<file path="src/rtl/core/lpsc_pkg.sv">
// Shared types and constants for the length-prefix to start-code converter.
`timescale 1ns / 1ps
`default_nettype none

package lpsc_pkg;

	// Configuration: prefix size in bytes after reset
	localparam logic [2:0] PREFIX_BYTES_RST = 3'd4;
	localparam logic [2:0] PREFIX_MIN       = 3'd1;
	localparam logic [2:0] PREFIX_MAX       = 3'd4;

	// Default depth of the command queue between front and back
	localparam int QUEUE_DEPTH_DEF = 4;

	// Final start code byte; the three before it are zero
	localparam logic [7:0] START_CODE_LAST = 8'h01;
	localparam logic [1:0] START_CODE_END  = 2'd3;

	// What the back end has to do for one accepted input byte
	typedef enum logic [1:0] {
		KIND_START   = 2'd0, // emit 00 00 00 01
		KIND_PAYLOAD = 2'd1, // copy one payload byte
		KIND_STATUS  = 2'd2  // status-only truncation marker
	} kind_t;

	typedef struct packed {
		kind_t      kind;
		logic [7:0] data;
		logic       sample_end;
		logic       truncated;
	} q_entry_t;

endpackage

`default_nettype wire

</file>
<file path="src/rtl/core/lpsc_front.sv">
// Front end: prefix gathering, payload counting and command classification.
`timescale 1ns / 1ps
`default_nettype none

module lpsc_front (
	input  wire logic               clk,
	input  wire logic               arst_n,
	input  wire logic               cfg_we,
	input  wire logic [2:0]         cfg_wdata,
	input  wire logic               s_tvalid,
	output logic                    s_tready,
	input  wire logic [7:0]         s_tdata,
	input  wire logic               s_tlast,
	input  wire logic               q_full,
	output logic                    q_push,
	output lpsc_pkg::q_entry_t      q_entry
);
	import lpsc_pkg::*;

	logic [2:0]  prefix_bytes_q;
	logic        in_payload_q;
	logic [1:0]  prefix_count_q;
	logic [31:0] length_accum_q;
	logic [31:0] payload_left_q;

	logic        accept;
	logic [2:0]  eff_prefix;
	logic [31:0] len_next;
	logic        prefix_done;
	logic        payload_done;

	assign s_tready = ~q_full;
	assign accept   = s_tvalid & s_tready;

	// Clamp the prefix size to one to four bytes
	always_comb begin
		eff_prefix = prefix_bytes_q;
		if (prefix_bytes_q < PREFIX_MIN) eff_prefix = PREFIX_MIN;
		if (prefix_bytes_q > PREFIX_MAX) eff_prefix = PREFIX_MAX;
	end

	assign len_next     = {length_accum_q[23:0], s_tdata};
	assign prefix_done  = ({1'b0, prefix_count_q} + 3'd1) >= eff_prefix;
	// last payload byte: the count would hit zero after this one
	assign payload_done = payload_left_q == 32'd1;

	// Classify the byte into a command for the back end
	always_comb begin
		q_push             = 1'b0;
		q_entry.kind       = KIND_PAYLOAD;
		q_entry.data       = s_tdata;
		q_entry.sample_end = s_tlast;
		q_entry.truncated  = 1'b0;
		if (in_payload_q) begin
			q_push            = accept;
			q_entry.truncated = s_tlast & ~payload_done;
		end else if (prefix_done) begin
			q_push            = accept;
			q_entry.kind      = KIND_START;
			q_entry.truncated = s_tlast & (len_next != 32'd0);
		end else if (s_tlast) begin
			q_push            = accept;
			q_entry.kind      = KIND_STATUS;
			q_entry.truncated = 1'b1;
		end
	end

	// Configuration register
	always_ff @(posedge clk or negedge arst_n) begin
		if (!arst_n) begin
			prefix_bytes_q <= PREFIX_BYTES_RST;
		end else if (cfg_we) begin
			prefix_bytes_q <= cfg_wdata;
		end
	end

	// Parser state
	always_ff @(posedge clk or negedge arst_n) begin
		if (!arst_n) begin
			in_payload_q   <= 1'b0;
			prefix_count_q <= '0;
			length_accum_q <= '0;
			payload_left_q <= '0;
		end else if (accept) begin
			if (in_payload_q) begin
				if (payload_done || s_tlast) begin
					in_payload_q   <= 1'b0;
					payload_left_q <= '0;
				end else begin
					payload_left_q <= payload_left_q - 32'd1;
				end
			end else if (prefix_done) begin
				prefix_count_q <= '0;
				length_accum_q <= '0;
				if ((len_next != 32'd0) && !s_tlast) begin
					in_payload_q   <= 1'b1;
					payload_left_q <= len_next;
				end
			end else if (s_tlast) begin
				prefix_count_q <= '0;
				length_accum_q <= '0;
			end else begin
				prefix_count_q <= prefix_count_q + 2'd1;
				length_accum_q <= len_next;
			end
		end
	end

	// A payload run always has bytes left to count
	a_payload_nonzero: assert property (@(posedge clk) disable iff (!arst_n)
		in_payload_q |-> (payload_left_q != 32'd0))
		else $error("payload state with zero count");

	// Prefix gathering leaves no stale length behind on entry to payload
	a_payload_entry_clean: assert property (@(posedge clk) disable iff (!arst_n)
		$rose(in_payload_q) |-> (prefix_count_q == 2'd0) && (length_accum_q == 32'd0))
		else $error("prefix state not cleared on payload entry");

endmodule

`default_nettype wire

</file>
<file path="src/rtl/core/lpsc_queue.sv">
// Short command queue between front and back ends.
`timescale 1ns / 1ps
`default_nettype none

module lpsc_queue #(
	parameter int DEPTH = lpsc_pkg::QUEUE_DEPTH_DEF // 2 or more
) (
	input  wire logic               clk,
	input  wire logic               arst_n,
	input  wire logic               push,
	input  wire lpsc_pkg::q_entry_t wr_entry,
	output logic                    full,
	input  wire logic               pop,
	output logic                    empty,
	output lpsc_pkg::q_entry_t      rd_entry
);
	import lpsc_pkg::*;

	localparam int PTR_W = $clog2(DEPTH);
	localparam int CNT_W = $clog2(DEPTH + 1);

	q_entry_t           mem_q [DEPTH];
	logic [PTR_W-1:0]   wr_ptr_q;
	logic [PTR_W-1:0]   rd_ptr_q;
	logic [CNT_W-1:0]   count_q;

	assign full     = count_q == CNT_W'(DEPTH);
	assign empty    = count_q == '0;
	assign rd_entry = mem_q[rd_ptr_q];

	// Storage, no reset needed
	always_ff @(posedge clk) begin
		if (push) mem_q[wr_ptr_q] <= wr_entry;
	end

	// Pointers and fill level
	always_ff @(posedge clk or negedge arst_n) begin
		if (!arst_n) begin
			wr_ptr_q <= '0;
			rd_ptr_q <= '0;
			count_q  <= '0;
		end else begin
			if (push)
				wr_ptr_q <= (wr_ptr_q == PTR_W'(DEPTH - 1)) ? '0 : wr_ptr_q + 1'b1;
			if (pop)
				rd_ptr_q <= (rd_ptr_q == PTR_W'(DEPTH - 1)) ? '0 : rd_ptr_q + 1'b1;
			unique case ({push, pop})
				2'b10:   count_q <= count_q + 1'b1;
				2'b01:   count_q <= count_q - 1'b1;
				default: count_q <= count_q;
			endcase
		end
	end

	a_no_overflow: assert property (@(posedge clk) disable iff (!arst_n)
		push |-> !full)
		else $error("push into full queue");

	a_no_underflow: assert property (@(posedge clk) disable iff (!arst_n)
		pop |-> !empty)
		else $error("pop from empty queue");

endmodule

`default_nettype wire

</file>
<file path="src/rtl/core/lpsc_back.sv">
// Back end: expands queued commands into output transfers.
`timescale 1ns / 1ps
`default_nettype none

module lpsc_back (
	input  wire logic               clk,
	input  wire logic               arst_n,
	input  wire logic               q_empty,
	input  wire lpsc_pkg::q_entry_t q_entry,
	output logic                    q_pop,
	output logic                    m_tvalid,
	input  wire logic               m_tready,
	output logic [7:0]              m_tdata,
	output logic                    m_tlast,
	output logic [2:0]              m_tuser
);
	import lpsc_pkg::*;

	logic       out_valid_q;
	logic [7:0] out_byte_q;
	logic       out_bv_q;
	logic       out_last_q;
	logic       out_se_q;
	logic       out_tr_q;
	logic [1:0] sc_idx_q;

	logic       load;
	logic       take;
	logic [7:0] nx_byte;
	logic       nx_bv;
	logic       nx_last;
	logic       nx_se;
	logic       nx_tr;
	logic       sc_end;

	assign load   = ~out_valid_q | m_tready;
	assign take   = load & ~q_empty;
	assign sc_end = sc_idx_q == START_CODE_END;

	// Next output transfer from the head command
	always_comb begin
		nx_byte = 8'd0;
		nx_bv   = 1'b1;
		nx_last = 1'b1;
		nx_se   = q_entry.sample_end;
		nx_tr   = q_entry.truncated;
		q_pop   = take;
		unique case (q_entry.kind)
			KIND_START: begin
				nx_byte = sc_end ? START_CODE_LAST : 8'd0;
				nx_last = sc_end;
				nx_se   = sc_end & q_entry.sample_end;
				nx_tr   = sc_end & q_entry.truncated;
				q_pop   = take & sc_end;
			end
			KIND_PAYLOAD: begin
				nx_byte = q_entry.data;
			end
			KIND_STATUS: begin
				nx_bv = 1'b0;
			end
			default: begin
				nx_bv = 1'b0;
			end
		endcase
	end

	// Output register and start code position
	always_ff @(posedge clk or negedge arst_n) begin
		if (!arst_n) begin
			out_valid_q <= 1'b0;
			sc_idx_q    <= '0;
		end else if (load) begin
			out_valid_q <= ~q_empty;
			if (take && (q_entry.kind == KIND_START))
				sc_idx_q <= sc_idx_q + 2'd1;
		end
	end

	always_ff @(posedge clk) begin
		if (take) begin
			out_byte_q <= nx_byte;
			out_bv_q   <= nx_bv;
			out_last_q <= nx_last;
			out_se_q   <= nx_se;
			out_tr_q   <= nx_tr;
		end
	end

	assign m_tvalid = out_valid_q;
	assign m_tdata  = out_byte_q;
	assign m_tlast  = out_last_q;
	assign m_tuser  = {out_tr_q, out_se_q, out_bv_q};

	// Mid start code the head command must still be that start code
	a_sc_head: assert property (@(posedge clk) disable iff (!arst_n)
		(sc_idx_q != 2'd0) |-> !q_empty && (q_entry.kind == KIND_START))
		else $error("start code interrupted");

	// Sample end and truncation only on the final transfer of a byte
	a_flags_on_last: assert property (@(posedge clk) disable iff (!arst_n)
		m_tvalid && (out_se_q || out_tr_q) |-> out_last_q && out_se_q)
		else $error("sample flags off the final transfer");

endmodule

`default_nettype wire

</file>
<file path="src/rtl/core/length_prefix_to_start_code.sv">
// Top level: length-prefixed sample bytes in, start-code delimited bytes out.
//
//  Channel  Dir  Handshake          Payload
//  s_*      in   s_tvalid/s_tready  tdata = in_byte, tlast = sample_last
//  m_*      out  m_tvalid/m_tready  tdata = out_byte, tlast = run_last,
//                                   tuser = byte_valid, sample_end, truncated
//  cfg_*    in   cfg_we             cfg_wdata = prefix_bytes
//
// Input bytes are taken while the queue is not full. A payload byte gives one
// output transfer and a completed prefix gives four; the back end's single output
// register sends one transfer a cycle while m_tready is high. The queue of
// QUEUE_DEPTH commands lets input run ahead of a start code or an output stall.
// Reset clears all control state and sets prefix_bytes to 4; there is no clearing pass.
`timescale 1ns / 1ps
`default_nettype none

module length_prefix_to_start_code #(
	parameter int QUEUE_DEPTH = lpsc_pkg::QUEUE_DEPTH_DEF
) (
	input  wire logic       clk,
	input  wire logic       arst_n,
	input  wire logic       cfg_we,
	input  wire logic [2:0] cfg_wdata,
	input  wire logic       s_tvalid,
	output logic            s_tready,
	input  wire logic [7:0] s_tdata,   // [7:0] in_byte
	input  wire logic       s_tlast,
	output logic            m_tvalid,
	input  wire logic       m_tready,
	output logic [7:0]      m_tdata,   // [7:0] out_byte
	output logic            m_tlast,
	output logic [2:0]      m_tuser    // [0] byte_valid, [1] sample_end, [2] truncated
);
	import lpsc_pkg::*;

	q_entry_t wr_entry;
	q_entry_t rd_entry;
	logic     q_push;
	logic     q_pop;
	logic     q_full;
	logic     q_empty;

	lpsc_front u_front (
		.clk       (clk),
		.arst_n    (arst_n),
		.cfg_we    (cfg_we),
		.cfg_wdata (cfg_wdata),
		.s_tvalid  (s_tvalid),
		.s_tready  (s_tready),
		.s_tdata   (s_tdata),
		.s_tlast   (s_tlast),
		.q_full    (q_full),
		.q_push    (q_push),
		.q_entry   (wr_entry)
	);

	lpsc_queue #(
		.DEPTH (QUEUE_DEPTH)
	) u_queue (
		.clk      (clk),
		.arst_n   (arst_n),
		.push     (q_push),
		.wr_entry (wr_entry),
		.full     (q_full),
		.pop      (q_pop),
		.empty    (q_empty),
		.rd_entry (rd_entry)
	);

	lpsc_back u_back (
		.clk      (clk),
		.arst_n   (arst_n),
		.q_empty  (q_empty),
		.q_entry  (rd_entry),
		.q_pop    (q_pop),
		.m_tvalid (m_tvalid),
		.m_tready (m_tready),
		.m_tdata  (m_tdata),
		.m_tlast  (m_tlast),
		.m_tuser  (m_tuser)
	);

endmodule

`default_nettype wire
</file>
<file path="config.mk">
export PLATFORM = sky130hd
export DESIGN_NAME = length_prefix_to_start_code
export DESIGN_NICKNAME = d
export VERILOG_FILES = /design/src/rtl/core/lpsc_pkg.sv /design/src/rtl/core/lpsc_front.sv /design/src/rtl/core/lpsc_queue.sv /design/src/rtl/core/lpsc_back.sv /design/src/rtl/core/length_prefix_to_start_code.sv
export SDC_FILE = /design/constraint.sdc
export NUM_CORES = 1
export LEC_CHECK = 0
export BUFFER_PORTS_ARGS = -buffer_cell sky130_fd_sc_hd__buf_2
export CAP_MARGIN = 20
export CORE_ASPECT_RATIO = 1.2
export CORE_UTILIZATION = 35
export CTS_BUF_LIST = sky130_fd_sc_hd__clkbuf_16
export CTS_CLUSTER_SIZE = 20
export DETAILED_ROUTE_END_ITERATION = 10
export GPL_TIMING_DRIVEN = 1
export MAX_ROUTING_LAYER = met4
export REMOVE_ABC_BUFFERS = 1
export SYNTH_ARGS = -nofsm -noshare
export SYNTH_HDL_FRONTEND = slang
export SYNTH_SLANG_ARGS = --single-unit
</file>
<file path="constraint.sdc">
create_clock -name clk -period 3.1 [get_ports clk]
set_input_delay 0.465 -clock clk [delete_from_list [all_inputs] [get_ports clk]]
set_output_delay 0.465 -clock clk [all_outputs]
set_load 0.05 [all_outputs]
</file>
**After elaboration in Yosys (flattened, before gate mapping)**

Memory sizes are Yosys's and may differ from the RTL's.
Cells that the tools add are included.

- Bits of input ports: 17
- Memories kept: 1
- Bits in registers: 84
- Output and inout bits: 14
- RAM bits: 48

- Reductions and logical operators: 14
- Bitwise logic cells: 13
- Order comparisons: 3
- Equality and inequality tests: 8
- Add/sub/neg operators: 8
- Multiplexer cells: 34

Memory list:

| memory | depth | bits a word | rd ports | clocked after memory_dff | write ports | line | text |
|---|---|---|---|---|---|---|---|
| u_queue.mem_q | 4 | 12 | 1 | 0 | 1 | lpsc_queue.sv:22 | `q_entry_t mem_q [DEPTH];` |

Operators with widths:

| kind | count |
|---|---|
| $mux 32 | 4 |
| $mux 24 | 2 |
| $eq 32x1->1 const B | 1 |
| $reduce_bool 32->1 | 1 |
| $sub 32x1->32 const B | 1 |
| $mux 1 | 17 |
| $pmux 8 s2 | 1 |
| $mux 2 | 7 |
| $add 2x1->2 const B | 4 |
| $eq 2x2->1 const B | 4 |
| $and 1x1->1 | 7 |
| $mux 3 | 2 |
| $pmux 3 s2 | 1 |
| $reduce_bool 2->1 | 3 |
| $not 1->1 | 5 |
| $eq 2x1->1 const B | 2 |
| $reduce_and 2->1 | 2 |
| $add 2x1->3 const B | 1 |
| $add 3x1->3 const B | 1 |
| $eq 3x3->1 const B | 1 |
| $ge 3x3->1 | 1 |
| $gt 3x3->1 const B | 1 |
| $logic_not 3->1 | 1 |
| $lt 3x1->1 const B | 1 |
| 8 further kinds | 9 |

**Depth between registers and ports, before layout**

- Word-level depth: 8
- Mapped depth: 13

**Cells and area by module**

Synthesis repeated with hierarchy kept, for this count alone.

- Cell total of the unflattened synthesis: 560
- Area total of the unflattened synthesis: 6428.7 sq um

By module, submodules not included:

| module | seq. area each (sq um) | instances | cells an instance | area an instance (sq um) |
|---|---|---|---|---|
| lpsc_front | 1552.7 | 1 | 417 | 3607.2 |
| lpsc_queue | 1616.6 | 1 | 101 | 2178.3 |
| lpsc_back | 435.4 | 1 | 42 | 643.1 |

**Worst setup path after synthesis**

No wires, ideal clock.

- Path kind: register to register
- From: register u_front.prefix_count_q[0]
- To: register u_queue.count_q[2]
- Cell stages (with the launch flop): 13
- Arrival: 2.552 ns
- Slack: 0.469 ns
- Buffers on the path: 0
- Required time: 3.021 ns
- Cell sequence: dfrtp_1 -> ha_1 -> ha_1 -> a21oi_1 -> o21a_1 -> a31oi_1 -> inv_1 -> ha_1 -> inv_1 -> fa_1 -> xor2_1 -> nor2_1 -> xor2_1

- Cells in the longest elaborated chain, start to end: 6
- Elaborated cells on any way between the ends: 8
- Classes of those cells: add/sub: 1; order compare: 1; eq/ne: 2; mux: 3; reduce/logical: 1

RTL lines:

| element | line | text |
|---|---|---|
| start, declared | lpsc_front.sv:22 | `logic [1:0] prefix_count_q;` |
| start signal, assigned | lpsc_front.sv:103 | `prefix_count_q <= prefix_count_q + 2'd1;` |
| $add 2x1->3 (*) | lpsc_front.sv:43 | `assign prefix_done = ({1'b0, prefix_count_q} + 3'd1) >= eff_prefix;` |
| $ge 3x3->1 (*) | lpsc_front.sv:43 |  |
| $mux 1 (*) | lpsc_front.sv:57 | `end else if (prefix_done) begin` |
| $mux 1 (*) | lpsc_front.sv:54 | `if (in_payload_q) begin` |
| $eq 2x1->1 or $eq 2x2->1 (tied branches) | lpsc_queue.sv:47 | `unique case ({push, pop})` |
| $pmux 3 s2 or $reduce_bool 2->1 (tied branches) | n/a |  |
| end signal, assigned | lpsc_queue.sv:48 | `2'b10: count_q <= count_q + 1'b1;` |
| end signal, assigned | lpsc_queue.sv:49 | `2'b01: count_q <= count_q - 1'b1;` |
| end signal, assigned | lpsc_queue.sv:50 | `default: count_q <= count_q;` |
| end, declared | lpsc_queue.sv:25 | `logic [CNT_W-1:0] count_q;` |

Every way passes the cells marked *; elsewhere a longest branch is shown, timed or not.
A chain may end at the register's enable or synchronous reset.

**Worst setup path in the final report**

Same ends and word-level chain as after synthesis.

==> flow_summary.yaml <==
run_status:
  status: "finished clean"
critical_path:
  cp-start-kind: "flop"
  path_cells: "ha_1, ha_1, a21oi_1, o21a_1, a31oi_1, inv_1, ha_1, inv_1, fa_1, xor2_1, nor2_1, xor2_1"
  path_class: "reg2reg"
  critPathMostFrequentCell: "ha_1"
  crit_family: "adder cells"
  crit_arrival_ns: 3.18
  worst_path_largest_cell_delay_ns: 0.40
  crit_slowest_cell: "dfrtp_1"
  cp.required_ns: 3.44
  cp_max_fo: 6
  path_buf_inv: 2
  cp-end-kind: "flop"
yosys:
  syn-instance-count: 516
  yosys_register_bits: 132
  synth-seq-area-share: 0.552
  synth_ff_type: "dfrtp_1"
  ys_types: 78
  synth.yosys.warnings: 0
  yosys.cell_count.top_type: "dfrtp_1"
  synth.avg_cell_area_um2: 12.7
  synth_top_area_frac: 0.276
  synth_top_area_cell: "edfxtp_1"
  ys_top_cells_by_count: "dfrtp_1, edfxtp_1, a22o_1, nor2_1, nor3_1"
  synth_area_leaders: "edfxtp_1, dfrtp_1, a22o_1"
  netlist_area_um2: 6530
  synth_edf_count: 60
  async_reset_ff_frac: 0.545
global_routing:
  grt_first_pass_wirelength_mm: 27.1
  first_global_vias: 4821
  grt_use_total: 0.193
  grt_overflow: 0
  antenna_found_initial: 0
  grt_max_degree: 73
sta:
  tightest_slew_ns: 1.04
  slew-limit-headroom: 0.306
  fin_skew_ns: 0.00847
  clock.fmax_mhz: 351
  drv_slew: 0
  setup_violations: 0
  rsz0062_at_grt: "false"
  hold_viol_final: 0
  fin_crit_ns: 2.85
  setup_tns_ns: 0
  worst_hold_slack_ns: 0.198
  period_share: 0.918
clocking:
  worst_skew_pair.late_latency_ns: 0.42
  htreeDepth: 4
  cts.path.max_buffers: 2
  path_clk_slew_ns: 0.06
  cts.sinks: 132
  post-cts-setup-buffers: 0
  cts-hold-fix-buffers: 0
  cts_resized: 0
  root_buffer: "clkbuf_16"
  cts_tree: "done"
  cts-buffers-inserted: 17
placed_design:
  io_buffers: 30
  place_congestion: 0.926
  dp_cells: 762
  dp_hpwl_mm: 11.4
layout:
  n_antenna_cell: 0
  final_cells: 794
  drive_above_1_share: 0.214
  nets: 588
  synthToLayoutAreaGrowth_pct: 15.4
floorplan:
  coreArea_um2: 18200
  die_w_um: 127
  fp.dieH_um: 152
  die_area_um2: 19200
  start_util: 0.358
  rows: 54
  io_pins: 31
pwr:
  power.leakage_uw: 0.00300
  max-vdd-ir-drop_mv: 0.629
  power_density_nw_per_um2: 1140
routing:
  final_antenna_net_count: 0
  firstDrtPassIters: 5
  viasPerCell: 5.89
  route.vias.total: 4679
  drcViolationCount: 0
  wire_per_inst_um: 21.0
  routed_wirelength_mm: 16.7
  drtIter0Drc: 458
run:
  max-cap-violations: 0
worst_hold_path:
  hold_path.class: "in2async"
-- state kept, by name, summed over array words and instances, names as in the netlist --
name / cells
u_queue.mem_q: 48
u_front.payload_left_q: 32
u_front.length_accum_q: 24
u_back.m_tdata: 8
u_front.prefix_bytes_q: 3
u_queue.count_q: 3
u_back.sc_idx_q: 2
u_front.prefix_count_q: 2
u_queue.rd_ptr_q: 2
u_queue.wr_ptr_q: 2
u_back.m_tlast: 1
u_back.m_tvalid: 1
u_back.out_bv_q: 1
u_back.out_se_q: 1
u_back.out_tr_q: 1
u_front.in_payload_q: 1
-- area by class of cell --
type	instances	area, um^2
Multi-Input combinational cell	333	2690
Sequential cell	132	3600
Tap cell	224	280
Timing Repair Buffer	54	333
Clock inverter	15	130
Clock buffer	17	425
Fill cell	1739	10700
Inverter	19	71.3
-- worst reg2reg max path, delay by kind of cell (launching register included) --
kind	cells	cell delay (ns)
AOI/OAI and AO/OA	3	0.67
xor gates and xnor gates	2	0.33
adders and majority gates	4	1.07
buffers and inverters	2	0.15
DFF	1	0.40
and+or+nand+nor	1	0.14
-- through the flow --
| stage | total power (uW) | utilization | area (um^2) | worst slack, ns |
|---|---|---|---|---|
| after floorplan | 5520 | - | 6370 | 0.135 |
| after global placement | 6650 | 0.383 | 6980 | 0.385 |
| after detailed placement | 6710 | 0.383 | 6980 | 0.307 |
| after CTS | 8640 | 0.413 | 7540 | 0.232 |
| after global routing | 9120 | 0.413 | 7540 | 0.0431 |
| final | 8600 | 0.413 | 7540 | 0.253 |
-- metal layers --
layer	wire length, um	global-route usage	vias up
li1	-	-	2141
met1	6940	0.228	2331
met2	8480	0.330	179
met3	980	0.0442	28
met4	303	0.0619	0
met5	0	-	-
-- layout by cell type (no fill, tap or decap), types with 3 or more instances in the layout --
master | synthesis | routed
a211oi_1 | 4 | 4
a21oi_1 | 6 | 6
a22o_1 | 42 | 42
a22oi_1 | 9 | 9
a32o_1 | 4 | 4
a32oi_1 | 8 | 8
and2_1 | 8 | 8
and3_1 | 9 | 9
and4_1 | 3 | 3
buf_2 | 9 | 29
buf_4 | 5 | 25
clkbuf_16 | 0 | 17
clkinv_2 | 0 | 3
dfrtp_1 | 71 | 71
edfxtp_1 | 60 | 60
ha_1 | 13 | 13
inv_1 | 18 | 24
mux2_2 | 5 | 5
mux2i_1 | 4 | 4
mux4_2 | 12 | 12
nand2_1 | 19 | 19
nand2b_1 | 3 | 3
nand3_1 | 13 | 13
nand4_1 | 6 | 6
nor2_1 | 25 | 25
nor2b_1 | 8 | 8
nor3_1 | 20 | 20
nor4_1 | 12 | 12
o211ai_1 | 8 | 8
o21ai_0 | 8 | 8
o221ai_1 | 11 | 11
o22ai_1 | 8 | 8
o2bb2ai_1 | 7 | 7
o311ai_0 | 3 | 3
or2_2 | 3 | 3
xor2_1 | 3 | 3
-- where the power goes --
group	internal, uW	leakage [uW]	switching, uW
sequential	2440	0.00151	485
combinational	1380	0.00120	2410
clock	1160	0.000290	727
-- logic make-up after synthesis --
| logic type | after synthesis | share of synthesized area |
|---|---|---|
| fa+ha+maj | 14 | 0.0280 |
| compound gates | 141 | 0.184 |
| simple gates | 153 | 0.138 |
| buf+inv | 51 | 0.0362 |
| mux | 21 | 0.0561 |
| xor+xnor | 4 | 0.00536 |
| flops | 132 | 0.552 |
-- final timing paths --
path / startpoint / endpoint / slack (ns) / cells after the start
max in group asynchronous: arst_n / u_back.sc_idx_q[0] / 2.29 / 1
worst min-delay path: arst_n / u_front.payload_left_q[24] / 0.20 / 1
worst min register to register: u_back.sc_idx_q[0] / u_back.sc_idx_q[0] / 0.48 / 1
worst max-delay path: u_front.prefix_count_q[0] / u_queue.count_q[2] / 0.25 / 12
min in group clk: cfg_we / u_front.prefix_bytes_q[2] / 0.26 / 2
worst max register to register: u_front.prefix_count_q[0] / u_queue.count_q[2] / 0.25 / 12
Power figures use the tool's default switching activity.
